`src/hdl/upd_pkg.sv`:
```
// Shared types, character constants and hex helpers for the URL percent decoder.
`default_nettype none
package upd_pkg;

    localparam logic [7:0] CH_PCT   = 8'h25;
    localparam logic [7:0] CH_PLUS  = 8'h2B;
    localparam logic [7:0] CH_SPACE = 8'h20;

    localparam int MaxRes = 3;

    typedef enum logic [2:0] {
        MODE_IDLE = 3'b001,
        MODE_PCT  = 3'b010,
        MODE_HEX1 = 3'b100
    } t_mode;

    typedef logic [1:0] t_cnt;

    // One group holds every output byte caused by one input word.
    typedef struct packed {
        t_cnt                   cnt;
        logic                   last;
        logic [MaxRes-1:0][7:0] bytes;
    } t_group;

    function automatic logic is_hex(logic [7:0] c);
        return (c inside {[8'h30:8'h39], [8'h41:8'h46], [8'h61:8'h66]});
    endfunction

    // Only meaningful for characters accepted by is_hex.
    function automatic logic [3:0] hex_val(logic [7:0] c);
        logic [3:0] v;
        if (c <= 8'h39) begin
            v = c[3:0];
        end else begin
            v = c[3:0] + 4'd9;
        end
        return v;
    endfunction

endpackage
`default_nettype wire

```
`src/hdl/url_percent_decoder_unit.sv`:
```
// Top level of the streaming URL percent decoder with '+' read as a space.
//
//  channel   handshake          payload
//  input     push / full        i_in_byte[7:0], i_in_last
//  result    empty / pop        o_out_byte[7:0], o_run_end, o_stream_end
//
// One word is taken each cycle while the group queue has room; the back end
// emits one byte per cycle while the result side keeps popping, so the queue
// depth sets how long a burst of three-byte groups can be absorbed. The first
// byte of a word passes the group queue and then the output register before it
// is on the result ports. Synchronous reset empties the queue and the output
// register and returns the escape state to idle. Either side may stall alone.
`default_nettype none
module url_percent_decoder_unit
    import upd_pkg::*;
#(
    parameter int QDEPTH = 4
) (
    input  wire logic       i_clk,
    input  wire logic       i_rst_n,
    input  wire logic       push,
    output logic            full,
    input  wire logic [7:0] i_in_byte,
    input  wire logic       i_in_last,
    output logic            empty,
    input  wire logic       pop,
    output logic [7:0]      o_out_byte,
    output logic            o_run_end,
    output logic            o_stream_end
);

    logic   accept;
    logic   q_push, q_pop, q_valid, q_full;
    t_group q_in, q_head;
    logic   out_valid;

    assign full   = q_full;
    assign accept = push && !q_full;
    assign empty  = !out_valid;

    upd_front u_front (
        .i_clk     (i_clk),
        .i_rst_n   (i_rst_n),
        .i_accept  (accept),
        .i_in_byte (i_in_byte),
        .i_in_last (i_in_last),
        .o_q_push  (q_push),
        .o_q_group (q_in)
    );

    upd_queue #(
        .DEPTH (QDEPTH)
    ) u_queue (
        .i_clk   (i_clk),
        .i_rst_n (i_rst_n),
        .i_push  (q_push),
        .i_group (q_in),
        .i_pop   (q_pop),
        .o_head  (q_head),
        .o_valid (q_valid),
        .o_full  (q_full)
    );

    upd_back u_back (
        .i_clk        (i_clk),
        .i_rst_n      (i_rst_n),
        .i_head       (q_head),
        .i_head_valid (q_valid),
        .o_head_pop   (q_pop),
        .i_pop        (pop),
        .o_valid      (out_valid),
        .o_out_byte   (o_out_byte),
        .o_run_end    (o_run_end),
        .o_stream_end (o_stream_end)
    );

endmodule
`default_nettype wire

```
`src/hdl/upd_front.sv`:
```
// Front end: escape state machine that turns each input word into a group of output bytes.
`default_nettype none
module upd_front
    import upd_pkg::*;
(
    input  wire logic   i_clk,
    input  wire logic   i_rst_n,
    input  wire logic   i_accept,
    input  wire logic [7:0] i_in_byte,
    input  wire logic   i_in_last,
    output logic        o_q_push,
    output t_group      o_q_group
);

    t_mode      r_mode, n_mode;
    logic [7:0] r_pending, n_pending;

    logic       hv;
    logic       hold;
    logic       decoded;
    logic       plain_opens;
    logic [7:0] plain_byte;
    t_cnt       pre_cnt;
    t_cnt       cnt;

    always_comb begin
        hv          = is_hex(i_in_byte);
        hold        = 1'b0;
        decoded     = 1'b0;
        pre_cnt     = 2'd0;
        n_pending   = r_pending;
        plain_opens = (i_in_byte == CH_PCT) && !i_in_last;
        plain_byte  = (i_in_byte == CH_PLUS) ? CH_SPACE : i_in_byte;

        case (r_mode)
            MODE_PCT: begin
                if (hv && !i_in_last) begin
                    hold      = 1'b1;
                    n_pending = i_in_byte;
                end else begin
                    pre_cnt = 2'd1;
                end
            end
            MODE_HEX1: begin
                if (hv && is_hex(r_pending)) begin
                    decoded = 1'b1;
                end else begin
                    pre_cnt = 2'd2;
                end
            end
            default: begin
                pre_cnt = 2'd0;
            end
        endcase

        o_q_group.last     = i_in_last;
        o_q_group.bytes[0] = (pre_cnt == 2'd0) ? plain_byte : CH_PCT;
        o_q_group.bytes[1] = (pre_cnt == 2'd1) ? plain_byte : r_pending;
        o_q_group.bytes[2] = plain_byte;
        if (decoded) begin
            o_q_group.bytes[0] = {hex_val(r_pending), hex_val(i_in_byte)};
            cnt = 2'd1;
        end else if (hold) begin
            cnt = 2'd0;
        end else begin
            cnt = pre_cnt + t_cnt'(!plain_opens);
        end
        o_q_group.cnt = cnt;
        o_q_push      = i_accept && (cnt != 2'd0);

        if (i_in_last) begin
            n_mode = MODE_IDLE;
        end else if (hold) begin
            n_mode = MODE_HEX1;
        end else if (!decoded && plain_opens) begin
            n_mode = MODE_PCT;
        end else begin
            n_mode = MODE_IDLE;
        end
    end

    always_ff @(posedge i_clk) begin
        if (!i_rst_n) begin
            r_mode    <= MODE_IDLE;
            r_pending <= 8'h00;
        end else if (i_accept) begin
            r_mode    <= n_mode;
            r_pending <= n_pending;
        end
    end

    // A held first digit is always a hex character.
    a_pending_hex: assert property (@(posedge i_clk) disable iff (!i_rst_n)
        r_mode == MODE_HEX1 |-> is_hex(r_pending))
        else $error("escape holds a non-hex digit");

    // The final word of a string always leaves a group and returns to idle.
    a_last_flush: assert property (@(posedge i_clk) disable iff (!i_rst_n)
        i_accept && i_in_last |-> o_q_push)
        else $error("final word produced no output");

    a_last_idle: assert property (@(posedge i_clk) disable iff (!i_rst_n)
        i_accept && i_in_last |=> r_mode == MODE_IDLE)
        else $error("escape state survived the end of a string");

endmodule
`default_nettype wire

```
`src/hdl/upd_queue.sv`:
```
// Short register queue of output groups between the front end and the back end.
`default_nettype none
module upd_queue
    import upd_pkg::*;
#(
    parameter int DEPTH = 4
) (
    input  wire logic i_clk,
    input  wire logic i_rst_n,
    input  wire logic i_push,
    input  t_group    i_group,
    input  wire logic i_pop,
    output t_group    o_head,
    output logic      o_valid,
    output logic      o_full
);

    localparam int PtrW = (DEPTH > 1) ? $clog2(DEPTH) : 1;
    localparam int CntW = $clog2(DEPTH + 1);

    t_group            r_mem [DEPTH];
    logic [PtrW-1:0]   r_wr, r_rd;
    logic [CntW-1:0]   r_count;

    logic do_push, do_pop;

    assign o_full  = (r_count == CntW'(DEPTH));
    assign o_valid = (r_count != '0);
    assign o_head  = r_mem[r_rd];
    assign do_push = i_push && !o_full;
    assign do_pop  = i_pop && o_valid;

    function automatic logic [PtrW-1:0] wrap_inc(logic [PtrW-1:0] p);
        logic [PtrW-1:0] q;
        if (p == PtrW'(DEPTH - 1)) begin
            q = '0;
        end else begin
            q = p + 1'b1;
        end
        return q;
    endfunction

    always_ff @(posedge i_clk) begin
        if (do_push) begin
            r_mem[r_wr] <= i_group;
        end
    end

    always_ff @(posedge i_clk) begin
        if (!i_rst_n) begin
            r_wr    <= '0;
            r_rd    <= '0;
            r_count <= '0;
        end else begin
            if (do_push) begin
                r_wr <= wrap_inc(r_wr);
            end
            if (do_pop) begin
                r_rd <= wrap_inc(r_rd);
            end
            if (do_push && !do_pop) begin
                r_count <= r_count + 1'b1;
            end else if (do_pop && !do_push) begin
                r_count <= r_count - 1'b1;
            end
        end
    end

    a_count_bound: assert property (@(posedge i_clk) disable iff (!i_rst_n)
        r_count <= CntW'(DEPTH))
        else $error("queue count beyond depth");

    a_count_step: assert property (@(posedge i_clk) disable iff (!i_rst_n)
        do_push && !do_pop |=> r_count == $past(r_count) + 1'b1)
        else $error("queue count missed a push");

    // The front end only offers a group when the queue has room.
    a_no_push_full: assert property (@(posedge i_clk) disable iff (!i_rst_n)
        i_push |-> !o_full)
        else $error("group offered to a full queue");

endmodule
`default_nettype wire

```
`src/hdl/upd_back.sv`:
```
// Back end: serialises queued groups into single bytes behind an output register.
`default_nettype none
module upd_back
    import upd_pkg::*;
(
    input  wire logic  i_clk,
    input  wire logic  i_rst_n,
    input  t_group     i_head,
    input  wire logic  i_head_valid,
    output logic       o_head_pop,
    input  wire logic  i_pop,
    output logic       o_valid,
    output logic [7:0] o_out_byte,
    output logic       o_run_end,
    output logic       o_stream_end
);

    t_cnt       r_idx;
    logic       r_valid;
    logic [7:0] r_byte;
    logic       r_run_end, r_stream_end;

    logic take;
    logic at_end;

    assign take       = i_head_valid && (!r_valid || i_pop);
    assign at_end     = (r_idx == t_cnt'(i_head.cnt - 2'd1));
    assign o_head_pop = take && at_end;

    always_ff @(posedge i_clk) begin
        if (take) begin
            r_byte       <= i_head.bytes[r_idx];
            r_run_end    <= at_end;
            r_stream_end <= at_end && i_head.last;
        end
    end

    always_ff @(posedge i_clk) begin
        if (!i_rst_n) begin
            r_valid <= 1'b0;
            r_idx   <= 2'd0;
        end else begin
            if (take) begin
                r_valid <= 1'b1;
                r_idx   <= at_end ? 2'd0 : r_idx + 2'd1;
            end else if (i_pop) begin
                r_valid <= 1'b0;
            end
        end
    end

    assign o_valid      = r_valid;
    assign o_out_byte   = r_byte;
    assign o_run_end    = r_run_end;
    assign o_stream_end = r_stream_end;

    // Empty groups never enter the queue, and the byte index stays inside the group.
    a_idx_in_group: assert property (@(posedge i_clk) disable iff (!i_rst_n)
        i_head_valid |-> (i_head.cnt != 2'd0) && (r_idx < i_head.cnt))
        else $error("byte index outside the queued group");

    a_stream_has_run: assert property (@(posedge i_clk) disable iff (!i_rst_n)
        r_valid && r_stream_end |-> r_run_end)
        else $error("string end without run end");

    a_idx_idle: assert property (@(posedge i_clk) disable iff (!i_rst_n)
        !i_head_valid |-> r_idx == 2'd0)
        else $error("partial group with empty queue");

endmodule
`default_nettype wire

```
`config.mk`:
```
export PLATFORM = sky130hd
export DESIGN_NAME = url_percent_decoder_unit
export DESIGN_NICKNAME = d
export VERILOG_FILES = /design/src/hdl/upd_pkg.sv /design/src/hdl/url_percent_decoder_unit.sv /design/src/hdl/upd_front.sv /design/src/hdl/upd_queue.sv /design/src/hdl/upd_back.sv
export SDC_FILE = /design/constraint.sdc
export NUM_CORES = 1
export LEC_CHECK = 0
export BUFFER_PORTS_ARGS = -buffer_cell sky130_fd_sc_hd__clkbuf_2
export CAP_MARGIN = 20
export CORE_MARGIN = 2
export CORE_UTILIZATION = 55
export CTS_BUF_LIST = sky130_fd_sc_hd__clkbuf_16
export DETAILED_ROUTE_END_ITERATION = 7
export PLACE_DENSITY = 0.75
export SLEW_MARGIN = 5
export SYNTH_ARGS = -nofsm -noshare
export SYNTH_HDL_FRONTEND = slang
export SYNTH_SLANG_ARGS = --single-unit
```
`constraint.sdc`:
```
create_clock -name i_clk -period 4.9 [get_ports i_clk]
set_clock_uncertainty 0.2 [all_clocks]
set_input_delay 0.98 -clock i_clk [delete_from_list [all_inputs] [get_ports i_clk]]
set_output_delay 0.98 -clock i_clk [all_outputs]
set_load 0.005 [all_outputs]
```
* Word-level counts from Yosys, hierarchy flattened
Memories as Yosys holds them, arrays and structs flattened. A register that Yosys moved wholly into a read port is not among the register bits.
Index checks and enable logic that the tools add are counted.
W data, S select, Z words.
** Storage, ports and cells
- Memories :: 1
- Logic and storage cells :: 108
- Register bits :: 31
- Output and inout bits :: 12
- Bits in writable memories :: 108
** Memories
- u_queue.r_mem :: words 4, bits a word 27, rd ports 1, clocked after Yosys merged registers in 1, write ports 1, RTL line upd_queue.sv:21 : t_group r_mem [DEPTH];
** Cells by class
- Eq/ne operators :: 9
- Mux-type cells :: 31
- Magnitude comparators :: 13
- Add/subtract/negate cells :: 9
- Reductions and logical operators :: 35
** Operators with widths (number)
- $mux W8 :: 5
- $ge A8 B7 Y1 const B :: 4
- $le A8 B7 Y1 const B :: 4
- $logic_and A1 B1 Y1 :: 19
- $mux W2 :: 9
- $bmux W8 S2 :: 1
- $eq A8 B6 Y1 const B :: 2
- $ge A8 B6 Y1 const B :: 2
- $le A8 B6 Y1 const B :: 2
- $mux W3 :: 4
- $mux W1 :: 9
- $reduce_bool A3 Y1 :: 3
- $add A4 B4 Y4 const B :: 2
- $mux W4 :: 2
- $logic_not A1 Y1 :: 7
- $add A2 B1 Y2 const B :: 3
- $eq A3 B3 Y1 const B :: 2
- $reduce_bool A2 Y1 :: 3
- $eq A2 B2 Y1 const B :: 2
- $pmux W2 S2 :: 1
- $add A3 B1 Y3 const B :: 1
- $eq A3 B2 Y1 const B :: 1
- $lt A2 B3 Y1 const B :: 1
- $reduce_and A3 Y1 :: 1
- 7 further kinds :: 7

* Longest topological paths before layout
Gate-level depths: netlist (run 1).
- Word-level depth :: 16
- Depth in mapped cells :: 19

* By module
From an unflattened synthesis (run 1), not the netlist that was laid out.
** Unflattened totals
- Cell total of the unflattened synthesis :: 415
- Area total of the unflattened synthesis :: 6317.3 um2
** Modules (own cells, without submodules)
- upd_queue :: area an instance 4425.5 um2, instances 1, sequential area each 3423.3 um2, cells each 192
- upd_front :: area an instance 1206.2 um2, instances 1, sequential area each 220.2 um2, cells each 160
- upd_back :: area an instance 668.1 um2, instances 1, sequential area each 360.3 um2, cells each 61
- url_percent_decoder_unit :: area an instance 17.5 um2, instances 1, sequential area each 0.0 um2, cells each 2

* Worst setup path after synthesis (run 1)
No wires, ideal clock.
- Kind :: in2reg
- From :: input port i_in_byte[1]
- To :: memory u_queue.r_mem[0][0] (netlist bit), enable pin
- Buffers on the path :: 1
- Arrival time :: 4.563 ns
- Library setup time :: 0.414 ns
- Cell stages on the path :: 13
- Slack :: -0.277 ns
- Required time :: 4.286 ns
- Cell sequence :: inv_1 -> ha_1 -> nor2_1 -> a211o_1 -> a221oi_4 -> o21ai_2 -> and2_4 -> buf_6 -> ha_1 -> or3_1 -> a31oi_1 -> a2bb2oi_4 -> nor2b_1
** On the way
- Word-level cells in the longest chain between the ends :: 14
- Elaborated cells on any way between the ends :: 30
** RTL lines
- start, declared :: RTL line url_percent_decoder_unit.sv:23 : input wire logic [7:0] i_in_byte,
- $ge A8 B6 Y1, or another cell as far along :: RTL line upd_pkg.sv:27 : return (c inside {[8'h30:8'h39], [8'h41:8'h46], [8'h61:8'h66]});
- $logic_and A1 B1 Y1 :: RTL line upd_pkg.sv:27
- $reduce_bool A3 Y1 :: RTL line upd_pkg.sv:27
- $logic_and A1 B1 Y1 (on tied branches) :: RTL line upd_front.sv:37, upd_front.sv:45
- $mux W1 / $mux W2 (equally long branches) :: RTL line upd_front.sv:37, upd_front.sv:45
- $pmux W2 S2 :: RTL line upd_front.sv:35 : case (r_mode)
- $add A2 B1 Y2 :: RTL line upd_front.sv:66 : cnt = pre_cnt + t_cnt'(!plain_opens);
- $mux W2 :: RTL line upd_front.sv:63 : end else if (hold) begin
- $mux W2 (*) :: RTL line upd_front.sv:60 : if (decoded) begin
- $reduce_bool A2 Y1 (*) :: RTL line upd_front.sv:69 : o_q_push = i_accept && (cnt != 2'd0);
- $logic_and A1 B1 Y1 (*) :: RTL line upd_front.sv:69
- $logic_and A1 B1 Y1 (*) :: RTL line upd_queue.sv:30 : assign do_push = i_push && !o_full;
- $mux W1 (*) :: RTL line upd_queue.sv:44 : if (do_push) begin
- $mux W1 (implied by the code) (*) :: RTL line upd_queue.sv:45 : r_mem[r_wr] <= i_group;
- end, declared :: RTL line upd_queue.sv:21
Every way passes the cells marked *; elsewhere a longest branch is shown, timed or not.

* Worst setup path in the final report (run 1)
- From :: input port i_in_byte[1]
- To :: register u_queue.r_count[2]
** On the way
- Word-level cells in the longest chain between the ends :: 15
- Elaborated cells on any way between the ends :: 33
** RTL lines
- $ge A8 B6 Y1, or another cell as far along :: RTL line upd_pkg.sv:27
- $logic_and A1 B1 Y1 :: RTL line upd_pkg.sv:27
- $reduce_bool A3 Y1 :: RTL line upd_pkg.sv:27
- $logic_and A1 B1 Y1 (on tied branches) :: RTL line upd_front.sv:37, upd_front.sv:45
- $mux W1 / $mux W2 (equally long branches) :: RTL line upd_front.sv:37, upd_front.sv:45
- $pmux W2 S2 :: RTL line upd_front.sv:35
- $add A2 B1 Y2 :: RTL line upd_front.sv:66
- $mux W2 :: RTL line upd_front.sv:63
- $mux W2 (*) :: RTL line upd_front.sv:60
- $reduce_bool A2 Y1 (*) :: RTL line upd_front.sv:69
- $logic_and A1 B1 Y1 (*) :: RTL line upd_front.sv:69
- $logic_and A1 B1 Y1 (*) :: RTL line upd_queue.sv:30
- via u_queue.do_push :: RTL line upd_queue.sv:25 : logic do_push, do_pop;
- $logic_not A1 Y1 :: RTL line upd_queue.sv:63 : end else if (do_pop && !do_push) begin
- $logic_and A1 B1 Y1 :: RTL line upd_queue.sv:63
- $reduce_bool A2 Y1 (no line)
- end signal, assigned :: RTL line upd_queue.sv:62 : r_count <= r_count + 1'b1;
- end signal, assigned :: RTL line upd_queue.sv:64 : r_count <= r_count - 1'b1;
- end, declared :: RTL line upd_queue.sv:23 : logic [CntW-1:0] r_count;
Mark *: on every way through the listed nets, which the timed path passes. The rest lies on a longest branch.
A chain may end at the register's enable or synchronous reset.

==> metrics.txt, run 1 <==
# TYPE chip_impl_metric gauge
chip_impl_info{name="run_status",value="finished, final reports clean"} 1
chip_impl_info{name="critical_setup_path_kind",value="input pin to register"} 1
chip_impl_metric{name="die_h",unit="um"} 110.8
chip_impl_metric{name="max_clock_freq",unit="GHz"} 0.2227
chip_impl_metric{name="worst_pin_slew",unit="ps"} 827.4
chip_impl_metric{name="clk_latency",unit="ps"} 420
chip_impl_metric{name="power_density",unit="nW/um^2"} 479.8
chip_impl_metric{name="port-buffer-count",unit=""} 24
chip_impl_metric{name="p_leak",unit="nW"} 2.597
chip_impl_metric{name="clock_path_buffers",unit=""} 2
chip_impl_metric{name="count_of_instances_resized_after_the_clock_tree_is_built",unit=""} 0
chip_impl_metric{name="timing.final.max_slew_violations",unit=""} 0
chip_impl_metric{name="wire_length_of_the_first_global_routing_pass",unit="um"} 19820
chip_impl_metric{name="post_drt_via_cell_ratio",unit=""} 5.940
chip_impl_metric{name="placeableCoreArea",unit="um^2"} 10980
chip_impl_metric{name="worst_path_largest_cell_delay",unit="ps"} 370
chip_impl_metric{name="grt_max_degree",unit=""} 28
chip_impl_metric{name="globalplace.congestion",unit=""} 0.8991
chip_impl_metric{name="max-slew-margin-rel",unit="%"} 44.76
chip_impl_metric{name="cts-buffers-inserted",unit=""} 17
chip_impl_metric{name="placement_rows",unit=""} 38
chip_impl_metric{name="die_width",unit="um"} 110.8
chip_impl_metric{name="drive_above_1_share",unit="%"} 24.31
chip_impl_metric{name="totalWireLength",unit="um"} 12330
chip_impl_metric{name="rrSetupSlack",unit="ps"} 1130
chip_impl_metric{name="die_footprint",unit="um^2"} 12270
chip_impl_metric{name="cts_hold_repair.buffers",unit=""} 0
chip_impl_metric{name="detailedPlace.worstSlack",unit="ps"} 20.50
chip_impl_info{name="clock_tree_from_tritoncts",value="done"} 1
chip_impl_metric{name="finalHoldViolations",unit=""} 0
chip_impl_metric{name="cts.sink_count",unit=""} 141
chip_impl_metric{name="max_cap_violations",unit=""} 0
chip_impl_metric{name="cts.clk_slew.worst_paths",unit="ps"} 60
chip_impl_info{name="startpoint_type",value="input pin"} 1
chip_impl_metric{name="postCtsSetupBuffers",unit=""} 0
chip_impl_metric{name="synthesis.area_per_instance",unit="um^2"} 14.97
chip_impl_metric{name="gr-total-overflow",unit=""} 0
chip_impl_metric{name="power.ir.vdd_worst",unit="mV"} 0.5046
chip_impl_metric{name="cts.htree.levels",unit=""} 4
chip_impl_metric{name="finalCriticalPeriod",unit="ps"} 4489
chip_impl_info{name="synth_ff_type",value="sky130_fd_sc_hd__edfxtp_1"} 1
chip_impl_metric{name="grt_util_all_layers",unit="%"} 21.47
chip_impl_metric{name="layout_worst_path_cycle_share",unit="%"} 91.62
chip_impl_metric{name="ys_seq_elements",unit=""} 141
chip_impl_metric{name="tns",unit="ps"} 0
chip_impl_metric{name="crit_arrival",unit="ps"} 4620
chip_impl_metric{name="drc_errors",unit=""} 0
chip_impl_metric{name="timing.critical_path.required",unit="ps"} 5030
chip_impl_metric{name="syn2layout_area_growth",unit="%"} 15.30
chip_impl_metric{name="grt_pass1_vias",unit=""} 3732
chip_impl_metric{name="placedCellCount",unit=""} 581
chip_impl_metric{name="synthesis.yosys.warnings",unit=""} 0
chip_impl_info{name="worst_path_max_delay_cell",value="sky130_fd_sc_hd__fa_1"} 1
chip_impl_metric{name="number_of_flops_mapped_to_enable_cells_by_yosys",unit=""} 118
chip_impl_info{name="setup_repair_after_global_routing_missed_its_margin",value="no"} 1
chip_impl_metric{name="worst_hold_slack",unit="ps"} 293.1
chip_impl_metric{name="drt-pass1-iter-count",unit=""} 4
chip_impl_metric{name="syn-instance-count",unit=""} 419
chip_impl_metric{name="top_level_ports",unit=""} 25
chip_impl_metric{name="dp.final_hpwl",unit="um"} 8081
chip_impl_info{name="cts_root_buffer_type",value="sky130_fd_sc_hd__clkbuf_16"} 1
chip_impl_metric{name="syn-num-nets",unit=""} 448
chip_impl_metric{name="asyncSetResetFlopFracSynth",unit="%"} 0
chip_impl_metric{name="cp.buffers_inverters",unit=""} 4
chip_impl_metric{name="netlist-cell-type-count",unit=""} 51
chip_impl_metric{name="number_of_antenna_violations_at_the_first_check_in_global_routing",unit=""} 0
chip_impl_metric{name="syn-cell-area",unit="um^2"} 6272
chip_impl_metric{name="final_cell_count_without_fillers",unit=""} 613
chip_impl_info{name="cp_top_family",value="compound AO/OA/AOI/OAI gates"} 1
chip_impl_metric{name="number_of_antenna_diodes",unit=""} 0
chip_impl_metric{name="largest_fanout_of_any_net_on_the_critical_path",unit=""} 7
chip_impl_metric{name="seq_area_frac_synth",unit="%"} 63.83
chip_impl_metric{name="worst_slack",unit="ps"} 410.5
chip_impl_info{name="path_cells",value="clkbuf_2, inv_1, ha_1, nor2_1, a211o_1, a221oi_4, o21ai_2, and2_4, ha_1, or3_1, a31oi_1, a2bb2oi_4, inv_1, ha_1, inv_1, fa_1, xor2_1, or3_1, a21boi_0"} 1
chip_impl_info{name="timing.hold.worst.class",value="register to register"} 1
chip_impl_metric{name="nets",unit=""} 489
chip_impl_metric{name="detail-route-antenna-nets",unit=""} 0
chip_impl_info{name="setup.worst_path.end_class",value="register"} 1
chip_impl_metric{name="setup_viol",unit=""} 0
chip_impl_metric{name="vias",unit=""} 3641
chip_impl_metric{name="routedWlPerCell",unit="um"} 20.11
chip_impl_metric{name="initial_core_util",unit="%"} 57.11
chip_impl_metric{name="drt_iter0_markers",unit=""} 367
-- worst register-to-register path, cell delays in order, from the launching register on --
cell                        delay (ps)
sky130_fd_sc_hd__dfxtp_1           400
sky130_fd_sc_hd__inv_1             140
sky130_fd_sc_hd__ha_1              230
sky130_fd_sc_hd__nor3b_1           140
sky130_fd_sc_hd__o31a_1            240
sky130_fd_sc_hd__nor3_1            320
sky130_fd_sc_hd__o211ai_1          400
sky130_fd_sc_hd__a2bb2oi_4         250
sky130_fd_sc_hd__inv_1              80
sky130_fd_sc_hd__ha_1              180
sky130_fd_sc_hd__inv_1              70
sky130_fd_sc_hd__fa_1              370
sky130_fd_sc_hd__xor2_1            170
sky130_fd_sc_hd__or3_1             300
sky130_fd_sc_hd__a21boi_0          180
-- sequential cells by signal (all words and copies together) (netlist names), 2 cells and up, named ones only --
register / cells
u_queue.r_mem: 108
u_queue.r_rd: 2
u_back.r_idx: 2
u_queue.r_wr: 2
u_back.o_out_byte: 8
u_front.r_pending: 8
u_front.r_mode: 3
u_queue.r_count: 3
-- power breakdown --
| group | internal [mW] | total [mW] | switching [mW] |
|---|---|---|---|
| combinational | 0.315 | 0.682 | 0.367 |
| sequential | 1.49 | 1.58 | 0.0849 |
| clock | 0.737 | 1.21 | 0.472 |
-- routing by layer --
metal,GRT usage (%),wire length [um],vias up
li1,-,-,1679
met4,8.250,208,0
met1,27.39,5188,1829
met2,35.54,6321,112
met3,5.577,611,21
met5,0,0,-
-- layout by cell type, fill, tap and decap left out, types with 3 or more instances in the layout --
cell	synthesis	routed
sky130_fd_sc_hd__nor2_1	16	16
sky130_fd_sc_hd__nor2b_1	12	8
sky130_fd_sc_hd__xor2_1	3	3
sky130_fd_sc_hd__o22ai_1	8	8
sky130_fd_sc_hd__mux2_2	5	5
sky130_fd_sc_hd__a21boi_0	5	5
sky130_fd_sc_hd__nor3_1	5	5
sky130_fd_sc_hd__inv_1	25	27
sky130_fd_sc_hd__dfxtp_1	23	22
sky130_fd_sc_hd__a211o_1	3	3
sky130_fd_sc_hd__xnor2_1	3	3
sky130_fd_sc_hd__clkinv_2	0	6
sky130_fd_sc_hd__buf_4	0	13
sky130_fd_sc_hd__nand2_1	29	29
sky130_fd_sc_hd__o211ai_1	4	4
sky130_fd_sc_hd__clkbuf_2	0	24
sky130_fd_sc_hd__clkbuf_16	0	17
sky130_fd_sc_hd__buf_12	0	4
sky130_fd_sc_hd__mux2i_1	19	19
sky130_fd_sc_hd__a21oi_1	13	13
sky130_fd_sc_hd__nor2b_2	0	4
sky130_fd_sc_hd__o21ai_0	11	11
sky130_fd_sc_hd__nand3_1	8	8
sky130_fd_sc_hd__ha_1	15	15
sky130_fd_sc_hd__and2_1	6	6
sky130_fd_sc_hd__edfxtp_1	118	118
sky130_fd_sc_hd__nand2b_1	8	8
sky130_fd_sc_hd__mux4_2	27	27
-- path summary, 6_finish.rpt --
path                             start            endpoint  depth (start not counted)
hold reg to reg      u_front.r_mode[2]   u_front.r_mode[2]                          2
hold / removal       u_front.r_mode[2]   u_front.r_mode[2]                          2
setup / recovery          i_in_byte[1]  u_queue.r_count[2]                         19
setup reg to reg  u_front.r_pending[1]  u_queue.r_count[2]                         14
-- synth_stat cells (3+ instances only) --
cell	instances	area share, %
sky130_fd_sc_hd__nor2_1	16	0.96
sky130_fd_sc_hd__o22ai_1	8	0.80
sky130_fd_sc_hd__ha_1	15	3.0
sky130_fd_sc_hd__nand3_1	8	0.64
sky130_fd_sc_hd__mux2_2	5	0.90
sky130_fd_sc_hd__nor3_1	5	0.40
sky130_fd_sc_hd__edfxtp_1	118	56
sky130_fd_sc_hd__a211o_1	3	0.42
sky130_fd_sc_hd__o21ai_0	11	0.88
sky130_fd_sc_hd__a21boi_0	5	0.60
sky130_fd_sc_hd__mux2i_1	19	3.0
sky130_fd_sc_hd__dfxtp_1	23	7.3
sky130_fd_sc_hd__nand2b_1	8	0.80
sky130_fd_sc_hd__nor2b_1	12	1.2
sky130_fd_sc_hd__mux4_2	27	9.7
sky130_fd_sc_hd__clkbuf_1	12	0.72
sky130_fd_sc_hd__buf_2	4	0.32
sky130_fd_sc_hd__xnor2_1	3	0.42
sky130_fd_sc_hd__nand2_1	29	1.7
sky130_fd_sc_hd__and2_1	6	0.60
sky130_fd_sc_hd__xor2_1	3	0.42
sky130_fd_sc_hd__a21oi_1	13	1.0
sky130_fd_sc_hd__inv_1	25	1.5
sky130_fd_sc_hd__o211ai_1	4	0.48
-- layout make-up --
class / count / area (um^2)
Inverter: 25 / 93.84
Sequential cell: 141 / 4005
Fill cell: 756 / 3751
Clock inverter: 15 / 133.9
Timing Repair Buffer: 41 / 297.8
Tap cell: 140 / 175.2
Clock buffer: 17 / 425.4
Multi-Input combinational cell: 234 / 2101
-- cell families (layout without fill, tap and decap cells) --
group	count (synthesis)	in the layout	share of synthesized area (%)
AOI/OAI and AO/OA	62	62	7.261
muxes	51	51	13.62
DFF	141	141	63.83
and+or+nand+nor	99	99	8.298
xor gates and xnor gates	6	6	0.8380
adders and majority gates	16	16	3.311
buffers and inverters	44	98	2.833
-- per-stage QoR --
step | utilization (%) | area, um^2 | total power [mW]
after global routing | 65.85 | 7232 | 3.617
after CTS | 65.85 | 7232 | 3.500
final | 65.85 | 7232 | 3.470
after global placement | 60.75 | 6673 | 2.261
after detailed placement | 60.75 | 6673 | 2.291
after floorplan | - | 6272 | 2.043
Power figures use the tool's default switching activity.
==> run 2, diff against run 1 <==
Settings changed: CORE_UTILIZATION 55 to 58, CTS_BUF_LIST sky130_fd_sc_hd__clkbuf_16 to sky130_fd_sc_hd__clkbuf_8, CTS_CLUSTER_DIAMETER from default to 80, PLACE_DENSITY 0.75 to 0.79.
==> metrics.txt, run 2 (synthesis results as in run 1) <==
# TYPE chip_impl_metric gauge
chip_impl_metric{name="worst_pin_slew",unit="ps"} 804.3
chip_impl_metric{name="grt_max_degree",unit=""} 28
chip_impl_metric{name="largest_fanout_of_any_net_on_the_critical_path",unit=""} 10
chip_impl_info{name="timing.hold.worst.class",value="register to register"} 1
chip_impl_metric{name="die_width",unit="um"} 108.0
chip_impl_metric{name="cp.buffers_inverters",unit=""} 4
chip_impl_metric{name="placement_rows",unit=""} 37
chip_impl_metric{name="port-buffer-count",unit=""} 24
chip_impl_metric{name="postCtsSetupBuffers",unit=""} 0
chip_impl_metric{name="drt_iter0_markers",unit=""} 349
chip_impl_metric{name="post_drt_via_cell_ratio",unit=""} 5.768
chip_impl_info{name="clock_tree_from_tritoncts",value="done"} 1
chip_impl_metric{name="count_of_instances_resized_after_the_clock_tree_is_built",unit=""} 0
chip_impl_metric{name="detail-route-antenna-nets",unit=""} 0
chip_impl_metric{name="placeableCoreArea",unit="um^2"} 10420
chip_impl_metric{name="crit_arrival",unit="ps"} 4750
chip_impl_metric{name="worst_path_largest_cell_delay",unit="ps"} 380
chip_impl_metric{name="nets",unit=""} 490
chip_impl_metric{name="wire_length_of_the_first_global_routing_pass",unit="um"} 18810
chip_impl_info{name="cp_top_family",value="compound AO/OA/AOI/OAI gates"} 1
chip_impl_info{name="most-common-layout-cells",value="sky130_fd_sc_hd__edfxtp_1, sky130_fd_sc_hd__inv_1, sky130_fd_sc_hd__nand2_1, sky130_fd_sc_hd__mux4_2, sky130_fd_sc_hd__clkbuf_2"} 1
chip_impl_metric{name="max_cap_violations",unit=""} 0
chip_impl_metric{name="clock_path_buffers",unit=""} 2
chip_impl_metric{name="max_clock_freq",unit="GHz"} 0.2176
chip_impl_info{name="run_status",value="finished, final reports clean"} 1
chip_impl_metric{name="finalCriticalPeriod",unit="ps"} 4597
chip_impl_info{name="path_cells",value="clkbuf_2, inv_1, ha_1, nor2_1, a211o_1, a221oi_4, o21ai_2, and2_4, ha_1, or3_1, a31oi_1, a2bb2oi_4, inv_1, ha_1, inv_1, fa_1, xor2_1, or3_1, a21boi_0"} 1
chip_impl_metric{name="number_of_antenna_diodes",unit=""} 0
chip_impl_metric{name="power_density",unit="nW/um^2"} 437.6
chip_impl_metric{name="cts.htree.levels",unit=""} 4
chip_impl_metric{name="worst_r2r_path_depth",unit=""} 14
chip_impl_metric{name="finalHoldViolations",unit=""} 0
chip_impl_metric{name="die_footprint",unit="um^2"} 11660
chip_impl_metric{name="power.ir.vdd_worst",unit="mV"} 0.2133
chip_impl_metric{name="timing.critical_path.required",unit="ps"} 5050
chip_impl_info{name="worst_r2r_startpoint",value="u_front.r_mode[2]"} 1
chip_impl_metric{name="vias",unit=""} 3513
chip_impl_metric{name="routedWlPerCell",unit="um"} 19.23
chip_impl_metric{name="drt-pass1-iter-count",unit=""} 4
chip_impl_metric{name="dp.final_hpwl",unit="um"} 7943
chip_impl_metric{name="max-slew-margin-rel",unit="%"} 46.31
chip_impl_metric{name="number_of_antenna_violations_at_the_first_check_in_global_routing",unit=""} 0
chip_impl_metric{name="finish.utilization",unit="%"} 67.46
chip_impl_metric{name="drc_errors",unit=""} 0
chip_impl_metric{name="drive_above_1_share",unit="%"} 23.26
chip_impl_info{name="setup.worst_path.end",value="u_queue.r_count[2]"} 1
chip_impl_info{name="critical_r2r_capture",value="u_queue.r_count[2]"} 1
chip_impl_info{name="critical_setup_path_kind",value="input pin to register"} 1
chip_impl_metric{name="cts.clk_slew.worst_paths",unit="ps"} 70
chip_impl_metric{name="grt_util_all_layers",unit="%"} 22.24
chip_impl_metric{name="cts_hold_repair.buffers",unit=""} 0
chip_impl_metric{name="grt_pass1_vias",unit=""} 3490
chip_impl_info{name="setup.worst_path.end_class",value="register"} 1
chip_impl_info{name="setup_repair_after_global_routing_missed_its_margin",value="no"} 1
chip_impl_metric{name="rrSetupSlack",unit="ps"} 1420
chip_impl_metric{name="largest_reg_flops",unit=""} 108
chip_impl_metric{name="globalplace.congestion",unit=""} 0.9041
chip_impl_metric{name="cts-buffers-inserted",unit=""} 17
chip_impl_metric{name="gr-total-overflow",unit=""} 0
chip_impl_metric{name="initial_core_util",unit="%"} 60.22
chip_impl_metric{name="layout_worst_path_cycle_share",unit="%"} 93.81
chip_impl_metric{name="p_leak",unit="nW"} 2.524
chip_impl_metric{name="totalWireLength",unit="um"} 11710
chip_impl_metric{name="clk_latency",unit="ps"} 430
chip_impl_info{name="cts_root_buffer_type",value="sky130_fd_sc_hd__clkbuf_8"} 1
chip_impl_metric{name="worst_slack",unit="ps"} 303.4
chip_impl_metric{name="tns",unit="ps"} 0
chip_impl_info{name="worstSetupStartpoint",value="i_in_byte[1]"} 1
chip_impl_metric{name="total_power",unit="mW"} 3.075
chip_impl_metric{name="timing.final.max_slew_violations",unit=""} 0
chip_impl_info{name="final_common_cell",value="sky130_fd_sc_hd__edfxtp_1"} 1
chip_impl_metric{name="detailedPlace.worstSlack",unit="ps"} -71.16
chip_impl_metric{name="setup_viol",unit=""} 0
chip_impl_info{name="largest-register",value="u_queue.r_mem"} 1
chip_impl_metric{name="die_h",unit="um"} 108.0
chip_impl_info{name="startpoint_type",value="input pin"} 1
chip_impl_metric{name="cp.depth",unit=""} 19
chip_impl_info{name="worst_path_max_delay_cell",value="sky130_fd_sc_hd__fa_1"} 1
chip_impl_metric{name="final_cell_count_without_fillers",unit=""} 609
chip_impl_metric{name="placedCellCount",unit=""} 578
chip_impl_metric{name="top_level_ports",unit=""} 25
chip_impl_metric{name="cts.sink_count",unit=""} 141
chip_impl_metric{name="syn2layout_area_growth",unit="%"} 12.03
[run 2: changes by cell type in the layout (fill, tap and decap cells not counted), sizes merged]
cell      before  now
buf           17   18
clkinv         9    5
inv           27   32
clkinvlp       2    0
[run 2: worst min-delay path by stage]
stage	start	cells after the start	end	slack, ps
2_1_floorplan	u_front.r_mode[2]	2	u_front.r_mode[2]	250
3_3_place_gp	u_back.o_valid	2	u_back.o_valid	260
3_5_place_dp	u_front.r_mode[2]	2	u_front.r_mode[2]	290
4_1_cts	u_front.r_mode[2]	2	u_front.r_mode[2]	300
5_1_grt	u_front.r_mode[2]	2	u_front.r_mode[2]	310
6_report	u_front.r_mode[2]	2	u_front.r_mode[2]	300
[run 2: worst min-delay path: cells and delay by family (launching register included)]
family / cells / cell delay (ps)
and+or+nand+nor: 1 / 50
DFF: 1 / 330
AOI/OAI and AO/OA: 1 / 70
[run 2: report_power, final]
part           internal, mW  switching [mW]  total (mW)
Combinational         0.316           0.342       0.658
Clock                 0.434           0.401       0.834
Sequential             1.49          0.0901        1.58
[run 2: routing by layer]
layer	global-route usage (%)	vias to the layer above	part of all wire (%)	routed length, um
li1	-	1672	-	-
met1	29.74	1728	43	4997
met2	36.75	102	51	5940
met3	4.340	11	5.6	661
met4	8.059	0	0.96	113
met5	0	-	0	0
[run 2: final cells by class]
type                    instances  area, um^2
inverters                      25       93.84
clock buffers                  17       234.0
clock inverters                14       117.6
well taps                     136       170.2
flip-flops and latches        141        4005
fillers                       692        3390
repair buffers                 42       305.3
multi-input cells             234        2101
[run 2: metrics by stage]
stage	instance area, um^2	hold WS [ps]
final	7027	299.5
after floorplan	6272	251.9
after detailed placement	6675	289.0
after global routing	7027	309.9
after global placement	6675	263.8
after CTS	7027	299.6
